--- config.mk ---
export PLATFORM = sky130hd
export DESIGN_NAME = midpoint_lru_order
export DESIGN_NICKNAME = d
export VERILOG_FILES = /design/src/hdl/mlru_pkg.sv /design/src/hdl/mlru_cell.sv /design/src/hdl/midpoint_lru_order.sv
export SDC_FILE = /design/constraint.sdc
export NUM_CORES = 1
export LEC_CHECK = 0
export ABC_AREA = 1
export BUFFER_PORTS_ARGS = -buffer_cell sky130_fd_sc_hd__buf_2
export CORE_AREA = 5 5 177 179
export DETAILED_ROUTE_END_ITERATION = 6
export DIE_AREA = 0 0 182 184
export PLACE_DENSITY = 0.68
export REMOVE_ABC_BUFFERS = 1
export SYNTH_ARGS = -nofsm -noshare
export SYNTH_HDL_FRONTEND = slang
export SYNTH_SLANG_ARGS = --single-unit
--- constraint.sdc ---
create_clock -name clk -period 5 [get_ports clk]
set_input_delay 1 -clock clk [delete_from_list [all_inputs] [get_ports clk]]
set_output_delay 1 -clock clk [all_outputs]
set_load 0.1 [all_outputs]
--- src/hdl/mlru_pkg.sv ---
`timescale 1ns / 1ps
// ----------------------------------------------------------------------------
// mlru_pkg: shared codes and types for the midpoint LRU order list
//
// Operation and status codes, and the control bundle that the list
// controller sends to every cell of the chain.
// ----------------------------------------------------------------------------
package mlru_pkg;

  localparam int OP_BITS   = 3;
  localparam int ST_BITS   = 2;
  localparam int PORT_ID_BITS   = 8;
  localparam int PORT_SIZE_BITS = 5;

  typedef logic [OP_BITS-1:0] op_t;
  typedef logic [ST_BITS-1:0] status_t;

  localparam op_t OP_PUT_MID     = 3'd0;
  localparam op_t OP_FORWARD     = 3'd1;
  localparam op_t OP_REMOVE_LAST = 3'd2;
  localparam op_t OP_REMOVE      = 3'd3;
  localparam op_t OP_CLEAR       = 3'd4;

  localparam status_t ST_OK        = 2'd0;
  localparam status_t ST_EMPTY     = 2'd1;
  localparam status_t ST_FULL      = 2'd2;
  localparam status_t ST_NOT_FOUND = 2'd3;

  typedef struct packed {
    logic search;  // compare stored ids against the key
    logic commit;  // apply the operation to the stored ids
    op_t  op;
  } mlru_ctl_t;

endpackage

--- src/hdl/mlru_cell.sv ---
`timescale 1ns / 1ps
// ----------------------------------------------------------------------------
// mlru_cell: one position of the ordered id list
//
// Holds the id at list position IDX. On a search it records whether it
// matches the key; the first-match, position and tail-id chains pass
// through it to the next cell. On a commit it loads the key or a
// neighbor's id as the operation requires.
// ----------------------------------------------------------------------------
module mlru_cell #(
  parameter int ID_BITS = 8,
  parameter int CW      = 5,
  parameter int PW      = 4,
  parameter int IDX     = 0
) (
  input  logic                clk,
  input  mlru_pkg::mlru_ctl_t ctl,
  input  logic [ID_BITS-1:0]  key_id,
  input  logic [CW-1:0]       count,
  input  logic [CW-1:0]       at_pos,
  input  logic [ID_BITS-1:0]  left_id,
  input  logic [ID_BITS-1:0]  right_id,
  input  logic                right_first,
  input  logic                seen_in,
  input  logic [PW-1:0]       pos_in,
  input  logic [ID_BITS-1:0]  tail_in,
  output logic [ID_BITS-1:0]  data_out,
  output logic                first_out,
  output logic                seen_out,
  output logic [PW-1:0]       pos_out,
  output logic [ID_BITS-1:0]  tail_out
);
  import mlru_pkg::*;

  localparam logic [CW-1:0] IDX_C = CW'(IDX);
  localparam logic [PW-1:0] IDX_P = PW'(IDX);

  logic [ID_BITS-1:0] data_r, data_nxt;
  logic               hit_r, hit_nxt;
  logic               is_last;

  assign is_last   = (count != '0) && (IDX_C == count - CW'(1));
  assign first_out = hit_r & ~seen_in;
  assign seen_out  = seen_in | hit_r;
  assign pos_out   = pos_in | (first_out ? IDX_P : '0);
  assign tail_out  = tail_in | (is_last ? data_r : '0);
  assign data_out  = data_r;

  always_comb begin
    hit_nxt = hit_r;
    if (ctl.search) begin
      hit_nxt = (data_r == key_id) && (IDX_C < count);
    end
  end

  always_comb begin
    data_nxt = data_r;
    if (ctl.commit) begin
      unique case (ctl.op)
        OP_PUT_MID: begin
          if (IDX_C == at_pos) begin
            data_nxt = key_id;
          end else if (IDX_C > at_pos) begin
            data_nxt = left_id;
          end
        end
        OP_FORWARD: begin
          if (first_out) begin
            data_nxt = left_id;
          end else if (right_first) begin
            data_nxt = right_id;
          end
        end
        OP_REMOVE: begin
          // every position from the removed one backward closes the gap
          if (seen_out) begin
            data_nxt = right_id;
          end
        end
        default: data_nxt = data_r;
      endcase
    end
  end

  always_ff @(posedge clk) begin
    data_r <= data_nxt;
    hit_r  <= hit_nxt;
  end

endmodule

--- src/hdl/midpoint_lru_order.sv ---
`timescale 1ns / 1ps
// ----------------------------------------------------------------------------
// midpoint_lru_order: ordered id list with a balanced mid marker
//
// Keeps up to ENTRIES ids front to back in a chain of cells and answers
// put_mid, forward, remove_last, remove and clear with status, id and size.
// ----------------------------------------------------------------------------
// In the accept cycle all cells compare their id with the key in parallel and
// the back id is captured; in the update cycle the first match ripples down
// the cell chain, the mid and count are updated and the cells shift or swap
// in one step, writing the result into the output register. A new transaction
// is taken after the previous one's update cycle, also while its result waits
// on out_stall; the update cycle holds only when the output register is still
// full. The matching ripple through the cell chain sets the clock period for
// large ENTRIES. Stored ids are undefined until written; only positions below
// the list size are used.
module midpoint_lru_order #(
  parameter int ENTRIES = 16,
  parameter int ID_BITS = 8
) (
  input  logic                                   clk,
  input  logic                                   rst_n,
  input  logic                                   in_valid,
  output logic                                   in_stall,
  input  logic [mlru_pkg::OP_BITS-1:0]           in_operation,
  input  logic [mlru_pkg::PORT_ID_BITS-1:0]      in_entry_id,
  output logic                                   out_valid,
  input  logic                                   out_stall,
  output logic [mlru_pkg::ST_BITS-1:0]           out_status,
  output logic [mlru_pkg::PORT_ID_BITS-1:0]      out_removed_id,
  output logic [mlru_pkg::PORT_SIZE_BITS-1:0]    out_list_size
);
  import mlru_pkg::*;

  localparam int CW = $clog2(ENTRIES + 1);
  localparam int PW = $clog2(ENTRIES);
  localparam int XW = CW + 1;
  localparam logic [CW-1:0] FULL_C = CW'(ENTRIES);

  // control state
  logic            busy_r, busy_nxt;
  logic            out_valid_r, out_valid_nxt;
  logic [CW-1:0]   count_r, count_nxt;
  logic [PW-1:0]   mid_r, mid_nxt;
  // transaction payload
  op_t                op_r;
  logic [ID_BITS-1:0] id_r;
  logic [ID_BITS-1:0] tail_r;
  status_t            out_status_r, out_status_nxt;
  logic [ID_BITS-1:0] out_id_r, out_id_nxt;

  logic               accept, exec_go;
  logic [ID_BITS-1:0] in_id;
  logic [ID_BITS+PORT_ID_BITS-1:0] in_id_wide, out_id_wide;
  logic [CW+PORT_SIZE_BITS-1:0]    size_wide;
  logic [ID_BITS-1:0] key_id;
  mlru_ctl_t          ctl;
  logic [CW-1:0]      at_pos;
  logic               found;
  logic [PW-1:0]      found_pos;
  logic [ID_BITS-1:0] tail_id;
  logic               ok;

  logic [ID_BITS-1:0] data_w  [ENTRIES];
  logic               first_w [ENTRIES];
  logic               seen_w  [ENTRIES+1];
  logic [PW-1:0]      pos_w   [ENTRIES+1];
  logic [ID_BITS-1:0] tail_w  [ENTRIES+1];

  // mid arithmetic in a width that holds twice the mid plus two
  logic [XW-1:0] c_x, m_x, p_x, n_x, mm_x, mr_x;
  logic          put_lt;

  assign in_id_wide = {{ID_BITS{1'b0}}, in_entry_id};
  assign in_id      = in_id_wide[ID_BITS-1:0];

  assign accept  = in_valid & ~busy_r;
  assign exec_go = busy_r & (~out_valid_r | ~out_stall);
  assign in_stall = busy_r;
  assign key_id  = busy_r ? id_r : in_id;

  assign seen_w[0] = 1'b0;
  assign pos_w[0]  = '0;
  assign tail_w[0] = '0;
  assign found     = seen_w[ENTRIES];
  assign found_pos = pos_w[ENTRIES];
  assign tail_id   = tail_w[ENTRIES];

  genvar gi;
  generate
    for (gi = 0; gi < ENTRIES; gi++) begin : g_cell
      logic [ID_BITS-1:0] left_id, right_id;
      logic               right_first;
      if (gi == 0) begin : g_front
        assign left_id = data_w[gi];
      end else begin : g_inner_l
        assign left_id = data_w[gi-1];
      end
      if (gi == ENTRIES - 1) begin : g_back
        assign right_id    = data_w[gi];
        assign right_first = 1'b0;
      end else begin : g_inner_r
        assign right_id    = data_w[gi+1];
        assign right_first = first_w[gi+1];
      end
      mlru_cell #(
        .ID_BITS(ID_BITS),
        .CW     (CW),
        .PW     (PW),
        .IDX    (gi)
      ) u_cell (
        .clk        (clk),
        .ctl        (ctl),
        .key_id     (key_id),
        .count      (count_r),
        .at_pos     (at_pos),
        .left_id    (left_id),
        .right_id   (right_id),
        .right_first(right_first),
        .seen_in    (seen_w[gi]),
        .pos_in     (pos_w[gi]),
        .tail_in    (tail_w[gi]),
        .data_out   (data_w[gi]),
        .first_out  (first_w[gi]),
        .seen_out   (seen_w[gi+1]),
        .pos_out    (pos_w[gi+1]),
        .tail_out   (tail_w[gi+1])
      );
    end
  endgenerate

  assign c_x    = XW'(count_r);
  assign m_x    = XW'(mid_r);
  assign p_x    = XW'(found_pos);
  assign put_lt = ((m_x << 1) + XW'(1)) < c_x;

  always_comb begin
    if (count_r == '0) begin
      at_pos = '0;
    end else if (put_lt) begin
      at_pos = CW'(mid_r);
    end else begin
      at_pos = CW'(m_x + XW'(1));
    end
  end

  always_comb begin
    ok             = 1'b0;
    count_nxt      = count_r;
    mid_nxt        = mid_r;
    out_status_nxt = ST_OK;
    out_id_nxt     = id_r;
    n_x            = c_x - XW'(1);
    mm_x           = m_x;
    mr_x           = m_x;
    unique case (op_r)
      OP_PUT_MID: begin
        if (count_r == '0) begin
          ok        = 1'b1;
          count_nxt = CW'(1);
          mid_nxt   = '0;
        end else if (count_r == FULL_C) begin
          out_status_nxt = ST_FULL;
        end else begin
          ok        = 1'b1;
          count_nxt = count_r + CW'(1);
          if (put_lt) begin
            mid_nxt = mid_r + PW'(1);
          end
        end
      end
      OP_FORWARD: begin
        if (count_r == '0) begin
          out_status_nxt = ST_EMPTY;
        end else if (!found) begin
          out_status_nxt = ST_NOT_FOUND;
        end else begin
          ok = 1'b1;
        end
      end
      OP_REMOVE_LAST: begin
        if (count_r == '0) begin
          out_status_nxt = ST_EMPTY;
          out_id_nxt     = '0;
        end else begin
          out_id_nxt = tail_r;
          count_nxt  = count_r - CW'(1);
          if (n_x == '0) begin
            mid_nxt = '0;
          end else begin
            // mid at the back first passes to the new back entry
            mm_x = (m_x >= n_x) ? n_x - XW'(1) : m_x;
            mr_x = ((n_x - XW'(1)) < (mm_x << 1)) ? mm_x - XW'(1) : mm_x;
            mid_nxt = PW'(mr_x);
          end
        end
      end
      OP_REMOVE: begin
        if (count_r == '0) begin
          out_status_nxt = ST_EMPTY;
        end else if (!found) begin
          out_status_nxt = ST_NOT_FOUND;
        end else begin
          ok        = 1'b1;
          count_nxt = count_r - CW'(1);
          if ((p_x < m_x) || ((p_x == m_x) && (m_x != '0))) begin
            mm_x = m_x - XW'(1);
          end
          // rebalance by at most one place
          if (n_x == '0) begin
            mr_x = '0;
          end else if (((mm_x << 1) + XW'(2)) < n_x) begin
            mr_x = mm_x + XW'(1);
          end else if ((((mm_x << 1) + XW'(1)) > n_x) && (mm_x != '0)) begin
            mr_x = mm_x - XW'(1);
          end else begin
            mr_x = mm_x;
          end
          mid_nxt = PW'(mr_x);
        end
      end
      OP_CLEAR: begin
        count_nxt = '0;
        mid_nxt   = '0;
      end
      default: begin
        count_nxt = count_r;
      end
    endcase
  end

  always_comb begin
    ctl.search = accept;
    ctl.commit = exec_go & ok;
    ctl.op     = op_r;
  end

  always_comb begin
    busy_nxt      = busy_r;
    out_valid_nxt = out_valid_r;
    if (out_valid_r && !out_stall) begin
      out_valid_nxt = 1'b0;
    end
    if (exec_go) begin
      busy_nxt      = 1'b0;
      out_valid_nxt = 1'b1;
    end else if (accept) begin
      busy_nxt = 1'b1;
    end
  end

  always_ff @(posedge clk) begin
    if (!rst_n) begin
      busy_r      <= 1'b0;
      out_valid_r <= 1'b0;
      count_r     <= '0;
      mid_r       <= '0;
    end else begin
      busy_r      <= busy_nxt;
      out_valid_r <= out_valid_nxt;
      if (exec_go) begin
        count_r <= count_nxt;
        mid_r   <= mid_nxt;
      end
    end
  end

  always_ff @(posedge clk) begin
    if (accept) begin
      op_r   <= in_operation;
      id_r   <= in_id;
      tail_r <= tail_id;
    end
    if (exec_go) begin
      out_status_r <= out_status_nxt;
      out_id_r     <= out_id_nxt;
    end
  end

  assign out_id_wide = {{PORT_ID_BITS{1'b0}}, out_id_r};
  assign size_wide   = {{PORT_SIZE_BITS{1'b0}}, count_r};

  assign out_valid      = out_valid_r;
  assign out_status     = out_status_r;
  assign out_removed_id = out_id_wide[PORT_ID_BITS-1:0];
  assign out_list_size  = size_wide[PORT_SIZE_BITS-1:0];

  a_count_bound: assert property (@(posedge clk) disable iff (!rst_n)
    count_r <= FULL_C)
    else $error("list size above capacity");

  a_mid_in_list: assert property (@(posedge clk) disable iff (!rst_n)
    (count_r == '0) ? (mid_r == '0) : (CW'(mid_r) < count_r))
    else $error("mid marker outside the list");

  a_mid_balance: assert property (@(posedge clk) disable iff (!rst_n)
    (count_r != '0) |-> ((c_x == (m_x << 1) + XW'(1)) || (c_x == (m_x << 1) + XW'(2))))
    else $error("mid marker out of balance");

  a_exec_done: assert property (@(posedge clk) disable iff (!rst_n)
    exec_go |=> (!busy_r && out_valid_r))
    else $error("update cycle did not complete the transaction");

  a_result_source: assert property (@(posedge clk) disable iff (!rst_n)
    $rose(out_valid_r) |-> $past(busy_r))
    else $error("result without a transaction in flight");

endmodule
==> impl_metrics.toml <==
[pwr]
finalPower_mw = 4.92
ir_worst_vdd_uv = 241
p_leak_nw = 6.31
power.density_nw_per_um2 = 305

[setup_path]
crit_required_ps = 5420
start_kind = "flop"
cpMostUsedCell = "nand4_1"
critical_path_class = "flop to flop"
worst-path-max-fanout = 6
cp-end-kind = "flop"
crit_path_top_delay_cell = "edfxtp_1"
cp_data_arrival_time_ps = 5180
cpPeakStageDelay_ps = 420

[min_path]
hp-class = "flop to flop"

[yosys]
ys_async_sr_fraction_pct = 0
synth_top_area_share_pct = 35.8
synthAdderAreaFrac_pct = 3.19
synth_compound_area_share_pct = 24.0
syn_avg_cell_area_um2 = 7.82
synth-main-ff-cell = "edfxtp_1"
synth-simple-area-share_pct = 21.7
synthXorXnorAreaFrac_pct = 5.30
synth_cell_types = 57
synth_area_leaders = "edfxtp_1 36%, nand2_1 9.0%, inv_1 5.4%"
yosysSeqAreaShare_pct = 37.3
synth.cell_area_um2 = 14500
synth-seq-cells = 184
synth_cells = 1856
yosys_warnings = 0
synth_top_family_by_area = "compound AO/OA/AOI/OAI gates"
yosys.area.top_type = "edfxtp_1"
synthMuxAreaShare_pct = 0
synth_edf_count = 173

[placement]
dp_hpwl_um = 45700
post-place-ws_ps = -65.6
globalplace.congestion = 1.09
dp.cells = 2247
port_buffers = 31

[timing]
skew_ps = 17.2
final-setup-viol-count = 0
clock.fmax_ghz = 0.210
fin_ws_ps = 243
slew_headroom_pct = 16.4
worst_pin_slew_ps = 1250
rsz0062_at_grt = "true"
fin_crit_sh_pct = 95.1
slew_viol_final = 0
period_needed_ps = 4760
hold_viol = 0

[detailed_routing]
wire_per_inst_um = 27.2
drt-total-wl_um = 62300
dr.pass1.iters = 7
drt_iter0_drc = 2483
drc = 3
vias_per_cell = 6.76
ant_nets = 0
num_vias = 15500

[global_route]
grt_pass1_vias = 14200
grt_pass1_wl_um = 90500
grt.overflow.total = 0
grt_usage_pct = 35.9
grt_max_degree = 62
antenna_found_initial = 1

[clock_tree]
cts_htree_levels = 4
ctsRootBufferMaster = "clkbuf_16"
numCtsBuffers = 17
clock_sinks = 184
cts_hold_buffers = 0
cts_buffer_depth = 2
tritoncts = "done"
clock_latency_ps = 470
cts.clk_slew.worst_paths_ps = 80

[finish]
mostFrequentLayoutCells = "341 x nand2_1, 201 x inv_1, 173 x edfxtp_1, 143 x o21ai_0, 135 x nor2_1"
fin_nets = 1940
fill_cells = 2742
syn_to_final_growth_pct = 11.2
fin_cells = 2291
n_antenna_cell = 0
drive_above_1_share_pct = 13.4
final_common_cell = "nand2_1"

[floorplanning]
io-pin-count = 32
die_area_um2 = 33500
rows = 63
dieHeight_um = 184
core_um2 = 29400
dieWidth_um = 182
start_util_pct = 49.4

[job]
maxCapViolCount = 0

[run_status]
violations = "design-rule violations"
outcome = "finished with violations"
## state kept, by name (all words and copies together), names as in the netlist
register                flops
in_stall                    1
mid_r                       4
g_cell.u_cell.hit_r        16
op_r                        3
out_removed_id              8
out_list_size               5
id_r                        8
out_valid                   1
tail_r                      8
g_cell.u_cell.data_out    128
out_status                  2
## through the flow
step / util (%) / cell area [um2] / setup TNS, ps / hold slack [ps]
3_5_place_dp: 51.7 / 15200 / -187 / 480
3_3_place_gp: 51.7 / 15200 / 0 / 471
2_1_floorplan: - / 14200 / 0 / 528
5_1_grt: 54.9 / 16100 / -239 / 529
4_1_cts: 53.8 / 15800 / 0 / 491
6_report: 54.9 / 16100 / 0 / 487
## cell type report
| type | count | area (um2) | area share (%) |
|---|---|---|---|
| multi-input combinational | 1358 | 8110 | 50.2 |
| tap | 390 | 488 | 3.02 |
| sequential | 184 | 5420 | 33.5 |
| inverter | 237 | 901 | 5.58 |
| clock inverter | 14 | 195 | 1.21 |
| timing repair buffer | 90 | 609 | 3.77 |
| clock buffer | 18 | 429 | 2.66 |
## cells by family after synthesis
group | after synthesis
AOI/OAI and AO/OA | 534
and+or+nand+nor | 700
DFF | 184
adders and majority gates | 37
buffers and inverters | 314
xor gates and xnor gates | 87
## metal layers
layer | wire length, um | GRT usage [%] | part of all wire [%]
met4 | 3920 | 18.9 | 6.3
met5 | 0 | 0 | 0
met3 | 8290 | 10.4 | 13
met1 | 23500 | 46.8 | 38
met2 | 26500 | 54.4 | 43
## power by group
group	switching, mW	internal (mW)
Clock	0.668	0.842
Sequential	0.0696	1.77
Combinational	1.10	0.473
## timing repair
action,CTS,global route
setup endpoints to repair,4,4
buffers inserted,0,12
gates resized for setup,1,50
pin swaps,0,25
## cell usage after synthesis (all sizes together), types with 2 or more instances
library cell / count
nand2: 364
inv: 230
o21ai: 220
edfxtp: 173
nor2: 156
a21oi: 92
nand3: 84
o221ai: 84
xor2: 77
nand4: 48
clkbuf: 43
ha: 37
o211ai: 36
buf: 34
o22ai: 33
nor3: 27
o2111ai: 19
a32oi: 16
a221oi: 15
dfxtp: 11
xnor2: 10
nor4: 9
or4: 8
clkinv: 7
a2111oi: 5
a211oi: 5
a22oi: 3
or2: 3
o31ai: 2
## critical path: cells and delay by family (launching register included)
| kind | cells | cell delay [ps] |
|---|---|---|
| compound gates | 3 | 510 |
| xor+xnor | 1 | 140 |
| fa+ha+maj | 2 | 480 |
| buf+inv | 8 | 750 |
| flops | 1 | 420 |
| simple gates | 19 | 2390 |
## path summary, 6_finish.rpt
kind | start | to | slack (ps) | depth (start not counted)
hold / removal | out_valid | out_valid | 490 | 2
setup / recovery | g_cell[0].u_cell.hit_r | mid_r[3] | 240 | 33
hold reg to reg | out_valid | out_valid | 490 | 2
setup reg to reg | g_cell[0].u_cell.hit_r | mid_r[3] | 240 | 33
No activity file was read; power rests on OpenSTA's default activity.
